## src/rtl/core/lars_pkg.sv

```systemverilog
// Package: shared widths, defaults and the B3/S23 cell rule.
`default_nettype none

package lars_pkg;

    localparam int ROW_BITS          = 64;  // cells carried by one row transfer
    localparam int WIDTH_BITS        = 7;   // row_width register
    localparam int DEFAULT_MAX_WIDTH = 64;
    localparam int RESULT_Q_DEPTH    = 4;   // result queue entries

    localparam logic [WIDTH_BITS-1:0] RESET_ROW_WIDTH = 7'd64;

    localparam logic [3:0] BIRTH_COUNT   = 4'd3;
    localparam logic [3:0] SURVIVE_COUNT = 4'd2;

    typedef struct packed {
        logic [ROW_BITS-1:0] next_cells;
        logic                last_of_grid;
    } lars_result_t;

    // live next generation: exactly three neighbors, or two and live now
    function automatic logic lars_rule(input logic [3:0] count, input logic alive);
        lars_rule = (count == BIRTH_COUNT) || ((count == SURVIVE_COUNT) && alive);
    endfunction

endpackage

`default_nettype wire

```

## src/rtl/core/life_automaton_row_step.sv

```systemverilog
// Top level: B3/S23 one-generation row streamer with result queue.
// One row per cycle while s_tready is high; a final row queues up to two results,
// drained one per cycle while m_tready is high.
// s_tready holds while the 4-entry result queue has room for two more results.
// Reset (aresetn low, synchronous): queue empty, no rows held, row_width back to 64.
`default_nettype none

module life_automaton_row_step
    import lars_pkg::*;
#(
    parameter int MAX_WIDTH = DEFAULT_MAX_WIDTH
) (
    input  logic                  aclk,
    input  logic                  aresetn,
    // row in
    input  logic [ROW_BITS-1:0]   s_tdata,   // row_cells[63:0]
    input  logic                  s_tlast,   // final_row
    input  logic                  s_tvalid,
    output logic                  s_tready,
    // result out
    output logic [ROW_BITS-1:0]   m_tdata,   // next_cells[63:0]
    output logic                  m_tlast,   // last_of_grid
    output logic                  m_tvalid,
    input  logic                  m_tready,
    // row_width register write
    input  logic                  cfg_valid,
    output logic                  cfg_ready,
    input  logic [WIDTH_BITS-1:0] cfg_data   // row_width[6:0]
);

    localparam logic [WIDTH_BITS-1:0] MAX_W = WIDTH_BITS'(MAX_WIDTH);
    localparam int PTR_W = $clog2(RESULT_Q_DEPTH);
    localparam int CNT_W = $clog2(RESULT_Q_DEPTH + 1);
    localparam logic [CNT_W-1:0] READY_LIMIT = CNT_W'(RESULT_Q_DEPTH - 2);

    // ---------------- configuration ----------------
    logic [WIDTH_BITS-1:0] width_reg;
    logic [WIDTH_BITS-1:0] eff_width;
    logic [MAX_WIDTH-1:0]  col_mask;

    assign cfg_ready = 1'b1;

    always_ff @(posedge aclk) begin
        if (!aresetn) begin
            width_reg <= RESET_ROW_WIDTH;
        end else if (cfg_valid && cfg_ready) begin
            width_reg <= cfg_data;
        end
    end

    // widths beyond the lane count saturate
    assign eff_width = (width_reg > MAX_W) ? MAX_W : width_reg;

    always_comb begin
        for (int k = 0; k < MAX_WIDTH; k++) begin
            col_mask[k] = (WIDTH_BITS'(k) < eff_width);
        end
    end

    // ---------------- row window ----------------
    // have_row_reg: a row of this grid is held in middle_reg, its result still owed.
    // above_reg is the row over it (zero when it is the top row).
    logic                 have_row_reg, have_row_next;
    logic [MAX_WIDTH-1:0] above_reg, above_next;
    logic [MAX_WIDTH-1:0] middle_reg, middle_next;
    logic [MAX_WIDTH-1:0] in_row;
    logic                 in_xfer;

    assign in_row  = s_tdata[MAX_WIDTH-1:0] & col_mask;
    assign in_xfer = s_tvalid && s_tready;

    // evaluator A: result for the held row, or for a lone single-row grid
    // evaluator B: the final row's own result, dead row below
    logic [MAX_WIDTH-1:0] a_up, a_mid, a_down;
    logic [MAX_WIDTH-1:0] a_next, b_next;

    assign a_up   = have_row_reg ? above_reg  : '0;
    assign a_mid  = have_row_reg ? middle_reg : in_row;
    assign a_down = have_row_reg ? in_row     : '0;

    lars_row_eval #(.MAX_WIDTH(MAX_WIDTH)) u_eval_a (
        .row_up  (a_up),
        .row_mid (a_mid),
        .row_down(a_down),
        .col_mask(col_mask),
        .row_next(a_next)
    );

    lars_row_eval #(.MAX_WIDTH(MAX_WIDTH)) u_eval_b (
        .row_up  (middle_reg),
        .row_mid (in_row),
        .row_down('0),
        .col_mask(col_mask),
        .row_next(b_next)
    );

    logic push_a, push_b;

    assign push_a = in_xfer && (have_row_reg || s_tlast);
    assign push_b = in_xfer && have_row_reg && s_tlast;

    always_comb begin
        have_row_next = have_row_reg;
        above_next    = above_reg;
        middle_next   = middle_reg;
        if (in_xfer) begin
            if (s_tlast) begin
                have_row_next = 1'b0;   // grid done, ready for the next one
            end else begin
                have_row_next = 1'b1;
                above_next    = have_row_reg ? middle_reg : '0;
                middle_next   = in_row;
            end
        end
    end

    always_ff @(posedge aclk) begin
        if (!aresetn) begin
            have_row_reg <= 1'b0;
        end else begin
            have_row_reg <= have_row_next;
        end
    end

    always_ff @(posedge aclk) begin
        above_reg  <= above_next;
        middle_reg <= middle_next;
    end

    // ---------------- result queue ----------------
    lars_result_t         res_q_reg [RESULT_Q_DEPTH];
    lars_result_t         res_a, res_b;
    logic [PTR_W-1:0]     wr_ptr_reg, wr_ptr_next, wr_ptr_b;
    logic [PTR_W-1:0]     rd_ptr_reg, rd_ptr_next;
    logic [CNT_W-1:0]     count_reg, count_next;
    logic [CNT_W-1:0]     push_cnt;
    logic                 pop;

    // a lone row is its own bottom; the held row's result is never last
    assign res_a.next_cells   = ROW_BITS'(a_next);
    assign res_a.last_of_grid = !have_row_reg;
    assign res_b.next_cells   = ROW_BITS'(b_next);
    assign res_b.last_of_grid = 1'b1;

    assign wr_ptr_b = wr_ptr_reg + PTR_W'(1);
    assign push_cnt = CNT_W'(push_a) + CNT_W'(push_b);
    assign pop      = m_tvalid && m_tready;

    assign wr_ptr_next = wr_ptr_reg + PTR_W'(push_cnt);
    assign rd_ptr_next = rd_ptr_reg + PTR_W'(pop);
    assign count_next  = count_reg + push_cnt - CNT_W'(pop);

    always_ff @(posedge aclk) begin
        if (!aresetn) begin
            wr_ptr_reg <= '0;
            rd_ptr_reg <= '0;
            count_reg  <= '0;
        end else begin
            wr_ptr_reg <= wr_ptr_next;
            rd_ptr_reg <= rd_ptr_next;
            count_reg  <= count_next;
        end
    end

    always_ff @(posedge aclk) begin
        if (push_a) begin
            res_q_reg[wr_ptr_reg] <= res_a;
        end
        if (push_b) begin
            res_q_reg[wr_ptr_b] <= res_b;
        end
    end

    // room for the two results a final row may bring
    assign s_tready = (count_reg <= READY_LIMIT);

    assign m_tvalid = (count_reg != '0);
    assign m_tdata  = res_q_reg[rd_ptr_reg].next_cells;
    assign m_tlast  = res_q_reg[rd_ptr_reg].last_of_grid;

endmodule

`default_nettype wire

```

## src/rtl/core/lars_lane.sv

```systemverilog
// One cell lane: 3x3 window neighbor count and next-state rule.
`default_nettype none

module lars_lane
    import lars_pkg::*;
(
    input  logic [2:0] up_win,
    input  logic [2:0] mid_win,
    input  logic [2:0] down_win,
    output logic       cell_next
);

    logic [3:0] count;

    assign count = 4'(up_win[0]) + 4'(up_win[1]) + 4'(up_win[2])
                 + 4'(mid_win[0]) + 4'(mid_win[2])
                 + 4'(down_win[0]) + 4'(down_win[1]) + 4'(down_win[2]);

    assign cell_next = lars_rule(count, mid_win[1]);

endmodule

`default_nettype wire

```

## src/rtl/core/lars_row_eval.sv

```systemverilog
// Row evaluator: one lane per column, merged into a masked next-generation row.
`default_nettype none

module lars_row_eval
    import lars_pkg::*;
#(
    parameter int MAX_WIDTH = DEFAULT_MAX_WIDTH
) (
    input  logic [MAX_WIDTH-1:0] row_up,
    input  logic [MAX_WIDTH-1:0] row_mid,
    input  logic [MAX_WIDTH-1:0] row_down,
    input  logic [MAX_WIDTH-1:0] col_mask,
    output logic [MAX_WIDTH-1:0] row_next
);

    // dead column padded on both edges
    logic [MAX_WIDTH+1:0] up_pad;
    logic [MAX_WIDTH+1:0] mid_pad;
    logic [MAX_WIDTH+1:0] down_pad;
    logic [MAX_WIDTH-1:0] lane_out;

    assign up_pad   = {1'b0, row_up   & col_mask, 1'b0};
    assign mid_pad  = {1'b0, row_mid  & col_mask, 1'b0};
    assign down_pad = {1'b0, row_down & col_mask, 1'b0};

    for (genvar k = 0; k < MAX_WIDTH; k++) begin : g_lane
        lars_lane u_lane (
            .up_win   (up_pad[k+2:k]),
            .mid_win  (mid_pad[k+2:k]),
            .down_win (down_pad[k+2:k]),
            .cell_next(lane_out[k])
        );
    end

    // merge: columns outside the active width read as dead
    assign row_next = lane_out & col_mask;

endmodule

`default_nettype wire

```

## config.mk

```make
export PLATFORM = sky130hd
export DESIGN_NAME = life_automaton_row_step
export DESIGN_NICKNAME = d
export VERILOG_FILES = /design/src/rtl/core/lars_pkg.sv /design/src/rtl/core/life_automaton_row_step.sv /design/src/rtl/core/lars_lane.sv /design/src/rtl/core/lars_row_eval.sv
export SDC_FILE = /design/constraint.sdc
export NUM_CORES = 2
export LEC_CHECK = 0
export BUFFER_PORTS_ARGS = -buffer_cell sky130_fd_sc_hd__buf_2
export CAP_MARGIN = 10
export CORE_MARGIN = 3
export CORE_UTILIZATION = 60
export CTS_BUF_LIST = sky130_fd_sc_hd__clkbuf_8
export CTS_CLUSTER_SIZE = 28
export DETAILED_ROUTE_END_ITERATION = 10
export GPL_TIMING_DRIVEN = 1
export PLACE_DENSITY = 0.78
export RECOVER_POWER = 100
export SLEW_MARGIN = 20
export SYNTH_ARGS = -nofsm -noshare
export SYNTH_HDL_FRONTEND = slang
export SYNTH_SLANG_ARGS = --single-unit
export TNS_END_PERCENT = 100
```

## constraint.sdc

```tcl
create_clock -name aclk -period 11.2 [get_ports aclk]
set_clock_uncertainty 0.2 [all_clocks]
set_input_delay 0 -clock aclk [delete_from_list [all_inputs] [get_ports aclk]]
set_output_delay 0 -clock aclk [all_outputs]
set_load 0.05 [all_outputs]
```

After elaboration in Yosys (flattened, before gate mapping)
Memories as Yosys holds them, arrays and structs flattened. A register that Yosys moved wholly into a read port is not among the register bits.
Index checks and enable logic that the tools add are counted.
Word-level totals
  RAM bits: 260
  input bits: 77
  memories kept: 1
  logic and storage cells: 1312
  register bits after elaboration: 143
Operators by class
  reduce and logical (&&, ||, !) cells: 265
  eq/ne operators: 256
  magnitude comparators: 66
  mux-type cells: 10
  bitwise logic cells: 9
  $add $sub $neg: 698
Memory list
  res_q_reg: depth 4, width 65, read ports 1, clocked after memory_dff 1, wr ports 2, line life_automaton_row_step.sv:131  | lars_result_t res_q_reg [RESULT_Q_DEPTH];
Operators with widths (number)
  $add A4 B1 Y4: 565
  $eq A4 B2 Y1 const B: 254
  $and A64 B64 Y64: 8
  $add A1 B1 Y2: 127
  $lt A6 B7 Y1 const A: 32
  $mux W64: 3
  $logic_and A1 B1 Y1: 133
  $logic_or A1 B1 Y1: 129
  $lt A5 B7 Y1 const A: 16
  $lt A4 B7 Y1 const A: 8
  $lt A3 B7 Y1 const A: 4
  $lt A1 B7 Y1 const A: 2
  $lt A2 B7 Y1 const A: 2
  $gt A7 B7 Y1 const B: 1
  $mux W7: 1
  $eq A3 B2 Y1 const B: 2
  $mux W1: 5
  $add A2 B1 Y3: 1
  $add A3 B2 Y3: 1
  $le A3 B2 Y1 const B: 1
  $reduce_bool A3 Y1: 1
  $sub A3 B1 Y3: 1
  $add A2 B1 Y2: 1
  $add A2 B1 Y2 const B: 1
  other kinds (5): 5

Longest topological paths before layout
  depth after elaboration: 15
  gate-level depth with buffers: 19
  gate-level depth less buffers: 16

Hierarchy
From an unflattened synthesis, not the netlist that was laid out.
Second synthesis, totals
  cells, all modules: 5338
  area total of the unflattened synthesis: 48861.9 sq um
Modules (own cells, without submodules)
  life_automaton_row_step: cells each 1880, instances 1, area an instance 21152.8 sq um
  lars_lane at u_eval_a.g_lane[0].u_lane ...: cells each 23, instances 75, area an instance 185.2 sq um
  lars_lane at u_eval_b.g_lane[15].u_lane ...: cells each 23, instances 53, area an instance 200.2 sq um
  lars_row_eval: cells each 257, instances 2, area an instance 1605.3 sq um

Worst setup path before layout
No wires, ideal clock.
  kind: reg2reg
  start: reg count_reg[1]
  end: reg above_reg[0], enable pin
  library setup time: 617 ps
  clock period less this slack: 7139 ps
  stages on the path, launching flop included: 5
  setup slack: 4061 ps
  path buffers: 0
  arrival time: 6322 ps
  required time: 10383 ps
  cell sequence: dfxtp_1 a21o_1 inv_1 nand2_1 nor2_1
On the way
  word-level cells in the longest chain between the ends: 3
Ends and longest elaborated chain
  start: declaration: line life_automaton_row_step.sv:135  | logic [CNT_W-1:0] count_reg, count_next;
  start signal: assignment: line life_automaton_row_step.sv:161  | count_reg <= count_next;
  $le A3 B2 Y1: line life_automaton_row_step.sv:175  | assign s_tready = (count_reg <= READY_LIMIT);
  named net s_tready: line life_automaton_row_step.sv:19  | output logic s_tready,
  $logic_and A1 B1 Y1: line life_automaton_row_step.sv:70  | assign in_xfer = s_tvalid && s_tready;
  $reduce_and A2 Y1 (no line)
  end signal: assignment: line life_automaton_row_step.sv:126  | above_reg <= above_next;
  end: declaration: line life_automaton_row_step.sv:64  | logic [MAX_WIDTH-1:0] above_reg, above_next;
The timed path passes the listed nets, and every way through them passes these cells.
A chain may end at the register's enable or synchronous reset.

==> reports/results.ini <==
[status]
status=complete, but fails checks
violations=max-capacitance violations, max-slew violations

[placed_design]
hpwl_um=69800
dp_cells=4420
gp_congestion=0.909
io_buffers=143

[clock_network]
clockBufferDepth=3
cts_max_level=3
tritoncts=done
postCtsHoldBufs=100
cts_resized=0
cts_setup_buffers=0
clock-sinks=403
cts_buffers=76
clk_pin_slew_worst_paths_ns=0.07
clock_latency_ns=0.69
cts_root_buffer=clkbuf_8

[timing]
rsz0062_at_grt=false
slew_headroom=-2.17
hold_slack_ns=0.0408
fmaxAchievable_mhz=119
period_share=0.753
period_minus_slack_ns=8.43
hold_viol=0
slew_violations=634
finalSetupViolations=0
worst_pin_slew_ns=4.76
setup_tns_ns=0

[floorplan]
die_area_sq_mm=0.0660
num_rows=91
core_area_sq_mm=0.0621
die_y_um=257
ioPinCount=145
initial_core_util=0.609
die_w_um=257

[yosys]
synth_seq_cells=403
ys_types=84
synth_common_cells=inv_1 (846), edfxtp_1 (384), fa_1 (379)
synthDominantCellAreaShare=0.305
synthFlopType=edfxtp_1
async_flop_share=0
yosys_warnings=0
seq_area_frac_synth=0.315
synth_most_common_cell=inv_1
synth_top_cell_by_area=edfxtp_1
synth_fp_nets=4326
synth.area.top_cells=edfxtp_1 (31%), fa_1 (20%), ha_1 (11%)
syn_area_per_cell_sq_um=10.7
synth_area_sq_mm=0.0378
synth_edf_count=384
netlist_instances=3546

[worst_setup_path]
critPathMaxFanout=38
crit_path_top_delay_cell=clkbuf_1
arrival_ns=8.76
worst_setup_path_start_kind=flip-flop
crit_family=buffers and inverters
cp-end-kind=flip-flop
crit_type=reg2reg
cpPeakStageDelay_ns=1.55
required_ns=11.53
path_cells=clkbuf_1 -> inv_1 -> and2_0 -> a21oi_1 -> and3_1 -> ha_1 -> inv_1 -> fa_1 -> fa_1 -> inv_1 -> fa_1 -> inv_1 -> fa_1 -> a211oi_1 -> mux2i_1 -> a2111oi_2 -> a22o_1
critical_path_buf_inv_count=5

[layout]
syn2layout_area_growth_pct=9.50
nNetsFinal=4541
largest_reg_flops=260
fin_cells=4660
final_layout_size_suffix_gt1_frac=0.0924

[global_routing]
gr-usage-all-layers=0.308
grt_pass1_wl_um=158000
grt_pass1_vias=29200
antenna_found_initial=4
grt_max_degree=89
overflow=0

[pwr]
power_per_cell_area_mw_per_mm2=171
ir_drop_mv=0.131
power.leakage_nw=19.0

[routing]
drtIter0Drc=2412
dr.pass1.iters=6
routed_wl_um=100000
drc=0
drtAntennaViolNets=0
viasPerCell=6.01
wl_per_cell_um=21.5
vias=28000

[job]
max_cap_viol_count=17

[hold_path]
worstHoldPathType=in2reg

[report_power, final]
part           total (W)  switching, W  internal, W
logic            0.00360       0.00233      0.00126
clock network    0.00153      0.000696     0.000837
registers        0.00196      0.000104      0.00185
total            0.00709       0.00313      0.00395
[stage by stage]
step           cell area (sq um)  setup WS (ns)   util  power, W
3_3_place_gp               39100           5.30  0.630   0.00543
2_1_floorplan              37800           4.06      -   0.00467
4_1_cts                    41700           5.04  0.672   0.00713
5_1_grt                    41400           2.51  0.667   0.00763
6_report                   41400           2.77  0.667   0.00709
3_5_place_dp               39100           5.07  0.631   0.00555
[per-layer routing]
layer,track usage,vias up,share of wire
met2,0.508,1323,0.47
met1,0.393,13900,0.38
met3,0.0692,302,0.098
li1,-,12500,-
met5,0,-,0.00034
met4,0.135,6,0.042
[tightest hold or removal path: cells and delay by family]
kind	cells	cell delay, ns
AND/OR/NAND/NOR	1	0.13
buffers and inverters	2	0.69
[cells by family (layout without fill, tap and decap cells)]
family | count (synthesis) | count (layout) | synth area share
buf+inv | 986 | 1262 | 0.104
simple gates | 756 | 756 | 0.107
fa+ha+maj | 703 | 703 | 0.308
compound gates | 563 | 563 | 0.108
flops | 403 | 403 | 0.315
mux | 129 | 129 | 0.0565
xor+xnor | 5 | 5 | 0.00116
other cells | 1 | 2 | 0.0000992
[path summary, 6_finish.rpt]
path	depth (start not counted)	to	slack [ns]	start
worst max-delay path	17	res_q_reg[1][37]$_DFFE_PP_	2.77	width_reg[6]$_SDFFE_PN1P_
worst min-delay path	3	middle_reg[53]$_DFFE_PP_	0.04	s_tdata[53]
worst min register to register	1	above_reg[34]$_SDFFCE_PN0P_	0.36	middle_reg[34]$_DFFE_PP_
worst max register to register	17	res_q_reg[1][37]$_DFFE_PP_	2.77	width_reg[6]$_SDFFE_PN1P_
[cells in the final DEF (no fill, tap or decap), types with 77 or more instances in the layout]
| cell type | n |
|---|---|
| and2_1 | 82 |
| clkbuf_1 | 78 |
| ha_1 | 324 |
| clkbuf_8 | 82 |
| o22ai_1 | 218 |
| dlygate4sd3_1 | 100 |
| nor2_1 | 93 |
| edfxtp_1 | 384 |
| nor2b_1 | 77 |
| inv_1 | 868 |
| fa_1 | 379 |
| nand2_1 | 242 |
[cell type report]
cell class	instances	area, sq um
Inverter	851	3190
Clock inverter	57	422
Sequential cell	403	11900
Timing Repair Buffer	272	1810
Fill cell	4799	20700
Tap cell	837	1050
Clock buffer	82	1130
Antenna cell	1	2.50
Multi-Input combinational cell	2157	21900
No activity file was read; power rests on OpenSTA's default activity.
